## src/hdl/bti_ram.sv

```systemverilog
// Bracket tree indexer: generic simple dual-port RAM.
// One write port, one read port, registered read data.
// No dependencies.
`default_nettype none

module bti_ram #(
  parameter int unsigned WIDTH = 8,
  parameter int unsigned DEPTH = 16,
  localparam int unsigned AW   = (DEPTH > 1) ? $clog2(DEPTH) : 1
) (
  input  wire logic             clk,
  input  wire logic             wr_en,
  input  wire logic [AW-1:0]    wr_addr,
  input  wire logic [WIDTH-1:0] wr_data,
  input  wire logic [AW-1:0]    rd_addr,
  output logic      [WIDTH-1:0] rd_data
);

  logic [WIDTH-1:0] mem_r [DEPTH];
  logic [WIDTH-1:0] rd_data_r;

  // Write port
  always_ff @(posedge clk) begin
    if (wr_en) begin
      mem_r[wr_addr] <= wr_data;
    end
  end

  // Registered read port
  always_ff @(posedge clk) begin
    rd_data_r <= mem_r[rd_addr];
  end

  assign rd_data = rd_data_r;

endmodule : bti_ram

`default_nettype wire

```

## config.mk

```make
export PLATFORM = sky130hd
export DESIGN_NAME = bti_ram
export DESIGN_NICKNAME = d
export VERILOG_FILES = /design/src/hdl/bti_ram.sv
export SDC_FILE = /design/constraint.sdc
export NUM_CORES = 1
export LEC_CHECK = 0
export BUFFER_PORTS_ARGS = -buffer_cell sky130_fd_sc_hd__buf_2
export CELL_PAD_IN_SITES_DETAIL_PLACEMENT = 0
export CELL_PAD_IN_SITES_GLOBAL_PLACEMENT = 1
export CORE_ASPECT_RATIO = 0.6
export CORE_MARGIN = 5
export CORE_UTILIZATION = 53
export CTS_CLUSTER_DIAMETER = 200
export CTS_CLUSTER_SIZE = 25
export DETAILED_ROUTE_END_ITERATION = 16
export PLACE_DENSITY = 0.77
export SLEW_MARGIN = 20
export SYNTH_ARGS = -nofsm -noshare
export SYNTH_HDL_FRONTEND = slang
export SYNTH_SLANG_ARGS = --single-unit
```

## constraint.sdc

```tcl
create_clock -name clk -period 2.38 [get_ports clk]
set_input_delay 0.238 -clock clk [delete_from_list [all_inputs] [get_ports clk]]
set_output_delay 0.238 -clock clk [all_outputs]
set_load 0.01 [all_outputs]
```

== Word-level counts from Yosys, hierarchy flattened ==
Memories as Yosys holds them, arrays and structs flattened. A register that Yosys moved wholly into a read port is not among the register bits.
Index checks and enable logic that the tools add are counted.

* Mux-type cells: 2

{| class="wikitable"
|+ Operator list
! cell !! number
|-
| 1-bit two-way mux || 2
|}

* Word-level logic and storage cells: 3
* Output and inout port bits: 8
* Register bits after elaboration: 0
* Bits of input ports: 18
* Bits in writable memories: 128
* Memories: 1

{| class="wikitable"
|+ Memory list
! name !! words !! width !! rd ports !! clocked after Yosys merged registers in !! write ports !! RTL line !! text
|-
| mem_r || 16 || 8 || 1 || 1 || 1 || 19 || <nowiki>logic [WIDTH-1:0] mem_r [DEPTH];</nowiki>
|}

== Logic depth before layout (Yosys ltp) ==
Gate-level depths: netlist of the first run.

* Depth in word-level cells: 2
* Gate-level depth with buffers: 5
* Depth with buffers taken out: 3

== Least setup slack after synthesis of the first run ==
No wires, ideal clock.

* Path type: input to register
* From: in wr_addr[2]
* To: mem mem_r[0][0], enable pin
* Data required time: 1.997 ns
* Library setup time: 0.383 ns
* Path buffers: 0
* Arrival time: 1.348 ns
* Path slack: 0.649 ns
* Stages: 2
* Cells stage by stage: or3b_2 nor3_1

{| class="wikitable"
|+ RTL lines
! element !! RTL line !! text
|-
| from (decl) || 13 || <nowiki>input wire logic [AW-1:0] wr_addr,</nowiki>
|-
| to (decl) || 19 ||
|}

No word-level cell before the write port.

==> out/summary.md, run 1 <==
* **clock-pin transition on the worst setup and hold timing paths** 0.06 ns
* **setup repair after global routing missed its margin** false
* **netlist area before placement** 0.00515 mm^2
* **Crit Path Class** primary input to flip-flop
* **Initial Util** 0.552
* **number of buffers added on ports** 25
* **number of rows created at floorplan** 27
* **post-route fraction of the period consumed by the critical path** 0.567
* **share of final-layout standard cells stronger than drive strength 1** 0.323
* **kind of end point of the critical path** flip-flop
* **final critical delay including setup and external delays** 1.35 ns
* **FILL cells** 636
* **highest clock frequency the design can meet** 0.741 GHz
* **overall global routing resource usage** 0.179
* **Pre-antenna DRT Iters** 5
* **worst r2r path cells** 3
* **total power per unit cell area** 902 mW/mm^2
* **setup violation total in the final timing report** 0
* **Sinks on Clock Net** 136
* **hold wc startpoint** wr_data[6]
* **number of buffers between clock root and the deepest sink** 2
* **top area cells in the synthesized netlist** sky130_fd_sc_hd__edfxtp_1 (75%), sky130_fd_sc_hd__mux4_2 (7.9%), sky130_fd_sc_hd__mux4_1 (7.1%), sky130_fd_sc_hd__dfxtp_1 (3.1%), sky130_fd_sc_hd__a22oi_1 (2.3%)
* **cells after synthesis** 229
* **routed wirelength normalized by instance count** 22.2 um
* **worst path arrival time** 1.64 ns
* **data required time of the worst path** 2.67 ns
* **Hold WS** 0.213 ns
* **FF-to-FF Start** mem_r[10][5]
* **worst-path fanout max** 9
* **cell count of the worst hold path** 1
* **dpl ws** 0.590 ns
* **min-delay worst type** primary input to flip-flop
* **standby leakage power** 2.09 nW
* **Tot Pwr** 5.51 mW
* **cell type with the largest total area after synthesis** sky130_fd_sc_hd__edfxtp_1
* **die boundary height** 86.3 um
* **post-synthesis average cell area** 22.5 um^2
* **# Max-Cap Violations** 0
* **starting DRC count in detailed routing** 268
* **Met1 Routed Length** 4.55 mm
* **floorplan die area** 0.0118 mm^2
* **I/O pin cnt** 26
* **insertion delay of the later-clocked pin in the worst-skew pair** 0.41 ns
* **antenna cell count** 0
* **share of Yosys cell area claimed by the top area cell type** 0.747
* **wirelength, routed** 9.46 mm
* **endpoints failing hold** 0
* **GR Overflow Total** 0
* **detail-routed via count per cell** 5.67
* **worst-case vdd ir drop** 0.530 mV
* **met3 wire length** 719 um
* **worst clock skew on the final layout** 0.00971 ns
* **setup TNS** 0 ns
* **most frequent standard cell in the layout excluding fill and tap cells** sky130_fd_sc_hd__edfxtp_1
* **FF-to-FF End** rd_data[5]
* **setup slack on the worst flop-to-flop path** 1.10 ns
* **fin worst setup slack** 1.03 ns
* **detailed-route DRC error count** 0
* **commonest cells after routing, fill and taps aside** sky130_fd_sc_hd__edfxtp_1 (128), sky130_fd_sc_hd__buf_2 (25), sky130_fd_sc_hd__buf_4 (20)
* **number of nets in the layout** 302
* **antenna violations before repair** 0
* **count of state elements after synthesis** 136
* **cts hold-fix bufs** 0
* **met2 wire length** 4.12 mm
* **clock tree from TritonCTS** done
* **area of the core** 0.00932 mm^2
* **detailed placer's ending HPWL** 6.09 mm
* **cell total after placement** 395
* **wire length of the first global-routing pass** 14.6 mm
* **vias post-DR** 2,423
* **startpoint kind of the worst setup timing path** primary input
* **Die Span X** 137 um
* **DRT antenna net count** 0
* **number of levels the H-tree was split into** 4
* **final slew viol count** 0
* **Area Overhead vs Synth** 18.6%
* **number of standard cells in the layout, taps in and fillers out** 427
* **total number of yosys warnings** 0
* **run status** finished, final reports clean
* **largest net degree at the start of global routing** 20
* **clock buffers created by TritonCTS** 17
* **transition time at the pin with the least slew margin** 0.801 ns
* **# Post-CTS Setup Buffers** 0
* **synthesized net count** 247
* **highest metal layer with signal wires** met4
* **Relative slew margins** 0.465
* **post-cts sizing count** 0
* **count of distinct cell types in the synthesized netlist** 19
* **final weighted congestion in routability-driven placement** 0.713
* **Hold Crit Endpoint** mem_r[15][6]
* **proportion of synthesized chip area in sequential cells** 0.778
* **clock tree root driver cell** sky130_fd_sc_hd__clkbuf_16
* **vias in the first global route** 2,512
## per-stage QoR
| stage | util | area, um^2 |
|---|---|---|
| 4_1_cts | 0.655 | 6100 |
| 2_1_floorplan | - | 5150 |
| 5_1_grt | 0.655 | 6100 |
| 6_report | 0.655 | 6100 |
| 3_3_place_gp | 0.592 | 5520 |
| 3_5_place_dp | 0.592 | 5520 |
## final cells by class
type | count | area [um^2] | area share
multi-input combinational | 83 | 1060 | 0.173
clock buffer | 17 | 425 | 0.0697
timing repair buffer | 46 | 295 | 0.0484
tap | 130 | 163 | 0.0266
sequential | 136 | 4000 | 0.656
clock inverter | 15 | 160 | 0.0262
## synthesized netlist by cell type
library cell,number
sky130_fd_sc_hd__nor3_1,4
sky130_fd_sc_hd__nand3_1,1
sky130_fd_sc_hd__clkdlybuf4s25_2,3
sky130_fd_sc_hd__nand2_1,9
sky130_fd_sc_hd__or3b_2,1
sky130_fd_sc_hd__and2b_1,1
sky130_fd_sc_hd__nand2b_1,2
sky130_fd_sc_hd__mux4_2,18
sky130_fd_sc_hd__buf_2,3
sky130_fd_sc_hd__nor2b_1,1
sky130_fd_sc_hd__dfxtp_1,8
sky130_fd_sc_hd__buf_4,1
sky130_fd_sc_hd__a22oi_1,16
sky130_fd_sc_hd__nand3b_1,2
sky130_fd_sc_hd__buf_6,3
sky130_fd_sc_hd__mux4_1,14
sky130_fd_sc_hd__and2_1,1
sky130_fd_sc_hd__edfxtp_1,128
sky130_fd_sc_hd__nor2_1,13
## flip-flops by register name, summed over array words and instances, names as in the netlist
signal   cells
mem_r      128
rd_data      8
## cells by family (layout without fill, tap and decap cells)
logic type             Yosys count  count (layout)  synth area share
buffers and inverters           10              78            0.0168
DFF                            136             136             0.778
AOI/OAI and AO/OA               16              16            0.0233
muxes                           32              32             0.150
and+or+nand+nor                 35              35            0.0318
## report_power, final
part	switching (mW)	total [mW]	internal (mW)
Clock	0.942	2.57	1.63
Combinational	0.138	0.245	0.107
Sequential	0.0155	2.69	2.68
Total	1.10	5.51	4.41
## worst max-delay path, cell delays in order
cell	delay, ns
sky130_fd_sc_hd__buf_2	0.27
sky130_fd_sc_hd__buf_4	0.28
sky130_fd_sc_hd__mux4_1	0.58
sky130_fd_sc_hd__a22oi_1	0.19
sky130_fd_sc_hd__nand2_1	0.07
## layer usage
metal  up-vias  GRT usage
met3         6     0.0580
met5         -          0
met4         0     0.0679
met2        71      0.240
met1      1261      0.274
li1       1085          -
## worst max-delay path by stage
stage / from / endpoint / slack, ns / cells after the start
floorplan: wr_addr[2] / mem_r[0][0] / 0.65 / 2
global placement: rd_addr[0] / rd_data[3] / 0.61 / 5
detailed placement: rd_addr[0] / rd_data[0] / 0.59 / 5
CTS: rd_addr[0] / rd_data[0] / 1.03 / 5
global route: rd_addr[0] / rd_data[5] / 0.94 / 5
finish: rd_addr[0] / rd_data[0] / 1.03 / 5
Note: power is estimated with default switching activity, not from simulation.
==> run 2, diff against run 1 <==
Clock period 2.38 ns to 1.37 ns, I/O delays scaled along.
==> out/summary.md, run 2 (synthesis results as in run 1) <==
* **flip-flop count of the largest register, all copies and words added** 128
* **post-route fraction of the period consumed by the critical path** 0.962
* **largest register by flop count** mem_r
* **worst path arrival time** 1.60 ns
* **internal portion of total power** 7.70 mW
* **detailed-route DRC error count** 0
* **kind of end point of the critical path** flip-flop
* **vias post-DR** 2,428
* **DRT antenna net count** 0
* **Crit Path Class** flip-flop to flip-flop
* **clock buffers created by TritonCTS** 17
* **final instance area** 0.00621 mm^2
* **most frequent standard cell in the layout excluding fill and tap cells** sky130_fd_sc_hd__edfxtp_1
* **endpoints failing hold** 0
* **clock-pin transition on the worst setup and hold timing paths** 0.06 ns
* **number of nets in the layout** 308
* **switching component of the power** 1.87 mW
* **antenna cell count** 0
* **commonest cells after routing, fill and taps aside** sky130_fd_sc_hd__edfxtp_1 (128), sky130_fd_sc_hd__buf_2 (25), sky130_fd_sc_hd__buf_4 (23)
* **global routing usage on met3** 0.0545
* **Area Overhead vs Synth** 20.6%
* **die boundary height** 86.3 um
* **transition time at the pin with the least slew margin** 0.858 ns
* **Sinks on Clock Net** 136
* **startpoint kind of the worst setup timing path** flip-flop
* **data required time of the worst path** 1.65 ns
* **run status** finished, final reports clean
* **Sw Share** 0.196
* **final slew viol count** 0
* **largest net degree at the start of global routing** 20
* **worst-path cell with the longest stage delay** sky130_fd_sc_hd__mux4_1
* **busiest grt layer** met1
* **number of levels the H-tree was split into** 4
* **setup TNS** 0 ns
* **M1 GR Usage** 0.275
* **met2 track demand over resource in global routing** 0.252
* **cell total after placement** 401
* **cts hold-fix bufs** 0
* **sequential group share of total power** 0.489
* **Top delay family on crit path** multiplexers
* **clock tree from TritonCTS** done
* **number of rows created at floorplan** 27
* **standby leakage power** 2.14 nW
* **GR Overflow Total** 0
* **worst-case vdd ir drop** 1.08 mV
* **detailed placer's ending HPWL** 6.11 mm
* **setup violation total in the final timing report** 0
* **final critical delay including setup and external delays** 1.32 ns
* **Initial Util** 0.552
* **starting DRC count in detailed routing** 168
* **CP Cell Sequence** mux4_1 -> a22oi_1 -> nand2_1
* **highest clock frequency the design can meet** 0.759 GHz
* **clock network fraction of total power** 0.463
* **wire length of the first global-routing pass** 15.0 mm
* **floorplan die area** 0.0118 mm^2
* **post-cts sizing count** 0
* **wirelength, routed** 9.48 mm
* **share of final-layout standard cells stronger than drive strength 1** 0.343
* **Pre-antenna DRT Iters** 4
* **routed wirelength normalized by instance count** 21.9 um
* **number of buffers added on ports** 25
* **setup repair after global routing missed its margin** false
* **worst-path fanout max** 1
* **fraction of power consumed by combinational cells** 0.048
* **clock tree root driver cell** sky130_fd_sc_hd__clkbuf_16
* **worst clock skew on the final layout** 0.0126 ns
* **# Max-Cap Violations** 0
* **insertion delay of the later-clocked pin in the worst-skew pair** 0.40 ns
* **Tot Pwr** 9.57 mW
* **vias in the first global route** 2,573
* **detail-routed via count per cell** 5.61
* **antenna violations before repair** 0
* **area after detailed placement** 0.00561 mm^2
* **number of standard cells in the layout, taps in and fillers out** 433
* **critical path's largest stage delay** 0.50 ns
* **Hold WS** 0.118 ns
* **min-delay worst type** primary input to flip-flop
* **I/O pin cnt** 26
* **Crit path buffers/inverters** 0
* **Die Span X** 137 um
* **Relative slew margins** 0.427
* **final weighted congestion in routability-driven placement** 0.751
* **overall global routing resource usage** 0.181
* **total power per unit cell area** 1540 mW/mm^2
* **area of the core** 0.00932 mm^2
* **# Post-CTS Setup Buffers** 0
* **number of buffers between clock root and the deepest sink** 2
==> run 2: power by group through the flow <==
| stage | Clock [mW] | Combinational, mW | Sequential (mW) |
|---|---|---|---|
| 2_1_floorplan | 0 | 0.236 | 4.77 |
| 3_3_place_gp | 0 | 0.450 | 4.76 |
| 3_5_place_dp | 0 | 0.461 | 4.76 |
| 4_1_cts | 4.54 | 0.464 | 4.68 |
| 5_1_grt | 4.75 | 0.502 | 4.68 |
| 6_report | 4.43 | 0.461 | 4.68 |
==> run 2: metrics by stage <==
step | utilization | setup WS, ns
floorplan | - | -0.0331
global placement | 0.601 | -0.125
detailed placement | 0.601 | -0.147
CTS | 0.664 | 0.0147
global route | 0.666 | 0.00394
finish | 0.666 | 0.0522
==> run 2: path summary, 6_finish.rpt <==
path	start	endpoint	slack [ns]	cells after the start
max	mem_r[8][1]	rd_data[1]	0.05	3
min	wr_data[4]	mem_r[12][4]	0.12	1
max reg2reg	mem_r[8][1]	rd_data[1]	0.05	3
min reg2reg	mem_r[4][3]	rd_data[3]	0.67	3
==> run 2: layout make-up <==
cell class	count	area, um^2
fill	626	3120
timing repair buffer	52	378
clock inverter	14	158
tap	130	163
clock buffer	18	429
multi-input combinational	83	1080
sequential	136	4000
==> run 2: layer usage <==
layer  wire, um  up-vias  part of all wire
met1       4490     1252              0.47
met2       4280       71              0.45
met4         29        0            0.0031
li1           -     1103                 -
met5          0        -                 0
met3        679        2             0.072
==> run 3, diff against run 2 <==
Settings changed: SETUP_SLACK_MARGIN set to 0.4.
==> out/summary.md, run 3 (synthesis results as in run 1) <==
* **clock-pin transition on the worst setup and hold timing paths** 0.06 ns
* **detailed placer's ending HPWL** 6.28 mm
* **worst-case vdd ir drop** 0.904 mV
* **overall global routing resource usage** 0.183
* **switching component of the power** 1.85 mW
* **clock buffers created by TritonCTS** 17
* **I/O pin cnt** 26
* **hold wc startpoint** wr_data[5]
* **largest net degree at the start of global routing** 17
* **detail-routed via count per cell** 5.73
* **highest clock frequency the design can meet** 0.804 GHz
* **worst clock skew on the final layout** 0.00545 ns
* **final weighted congestion in routability-driven placement** 0.726
* **floorplan die area** 0.0118 mm^2
* **worst-path fanout max** 1
* **launching element of the worst setup path** mem_r[10][4]
* **FILL cells** 610
* **internal portion of total power** 7.52 mW
* **GR Overflow Total** 0
* **clock tree from TritonCTS** done
* **flip-flop count of the largest register, all copies and words added** 128
* **total power per unit cell area** 1470 mW/mm^2
* **area of the core** 0.00932 mm^2
* **cell total after placement** 396
* **Crit Path Class** flip-flop to flip-flop
* **starting DRC count in detailed routing** 222
* **final critical delay including setup and external delays** 1.24 ns
* **run status** finished, final reports clean
* **setup violation total in the final timing report** 0
* **number of levels the H-tree was split into** 4
* **insertion delay of the later-clocked pin in the worst-skew pair** 0.40 ns
* **# Max-Cap Violations** 0
* **Relative slew margins** 0.325
* **transition time at the pin with the least slew margin** 1.01 ns
* **Area Overhead vs Synth** 23.6%
* **die boundary height** 86.3 um
* **Tot Pwr** 9.37 mW
* **dpl ws** -0.117 ns
* **min-delay worst type** primary input to flip-flop
* **antenna violations before repair** 0
* **startpoint kind of the worst setup timing path** flip-flop
* **Sinks on Clock Net** 136
* **share of final-layout standard cells stronger than drive strength 1** 0.465
* **number of buffers added on ports** 25
* **Die Span X** 137 um
* **routed wirelength normalized by instance count** 22.0 um
* **setup slack on the worst flop-to-flop path** 0.13 ns
* **number of buffers between clock root and the deepest sink** 2
* **antenna cell count** 0
* **number of standard cells in the layout, taps in and fillers out** 429
* **cts hold-fix bufs** 0
* **vias in the first global route** 2,626
* **kind of end point of the critical path** flip-flop
* **wire length of the first global-routing pass** 15.1 mm
* **sequential group share of total power** 0.501
* **vias post-DR** 2,460
* **standby leakage power** 2.08 nW
* **fin worst setup slack** 0.126 ns
* **wirelength, routed** 9.45 mm
* **data required time of the worst path** 1.66 ns
* **post-route fraction of the period consumed by the critical path** 0.908
* **Sw Share** 0.197
* **largest register by flop count** mem_r
* **DRT antenna net count** 0
* **Initial Util** 0.552
* **clock tree root driver cell** sky130_fd_sc_hd__clkbuf_16
* **commonest cells after routing, fill and taps aside** sky130_fd_sc_hd__edfxtp_1 (128), sky130_fd_sc_hd__mux4_2 (32), sky130_fd_sc_hd__buf_2 (20)
* **detailed-route DRC error count** 0
* **Pre-antenna DRT Iters** 4
* **number of rows created at floorplan** 27
* **final slew viol count** 0
* **fraction of power consumed by combinational cells** 0.056
* **endpoints failing hold** 0
* **number of nets in the layout** 304
* **most frequent standard cell in the layout excluding fill and tap cells** sky130_fd_sc_hd__edfxtp_1
* **clock network fraction of total power** 0.443
* **setup repair after global routing missed its margin** true
* **Hold WS** 0.106 ns
* **setup TNS** 0 ns
* **FF-to-FF Start** mem_r[10][4]
* **worst path arrival time** 1.53 ns
run 3: cell types whose count changed in the layout (fill, tap and decap cells not counted), sizes merged:
cell,delta
bufinv,-2
clkinv,-3
clkbuf,+5
buf,-4
run 3: final timing paths:
path | cells past startpoint | to
setup / recovery | 3 | rd_data[4]
hold / removal | 1 | mem_r[5][5]
setup reg to reg | 3 | rd_data[4]
hold reg to reg | 3 | rd_data[2]
run 3: stage by stage:
step,util,area (um^2)
detailed placement,0.611,5700
floorplan,-,5240
finish,0.682,6360
global placement,0.611,5700
global route,0.682,6360
CTS,0.676,6300
run 3: final cells by class:
type,count,area (um^2),share of cell area
Timing Repair Buffer,48,467,0.0734
Clock inverter,9,75.1,0.0118
Multi-Input combinational cell,83,1170,0.184
Clock buffer,23,478,0.0752
Sequential cell,136,4010,0.631
Tap cell,130,163,0.0256
run 3: what timing repair did:
item                                    4_1_cts  5_1_grt
setup buffers                                 0        1
gates resized for setup                      13        9
pin swaps                                     4        4
endpoints found under the setup margin       16       36
run 3: metal layers:
layer	global-route usage	share of wire	up-vias
met4	0.0525	0.0022	0
li1	-	-	1081
met3	0.0638	0.081	2
met1	0.272	0.44	1298
met2	0.260	0.48	79
met5	0	0	-
run 3: power by group through the flow:
stage	Clock [mW]	Combinational (mW)	Sequential (mW)
global placement	0	0.483	4.76
floorplan	0	0.275	4.77
detailed placement	0	0.492	4.77
finish	4.15	0.527	4.69
global route	4.43	0.576	4.70
CTS	4.22	0.520	4.69
run 3: critical path, cell delays in order, from the launching register on:
cell                       delay, ns
sky130_fd_sc_hd__edfxtp_1       0.38
sky130_fd_sc_hd__mux4_2         0.48
sky130_fd_sc_hd__a22oi_2        0.19
sky130_fd_sc_hd__nand2_1        0.07
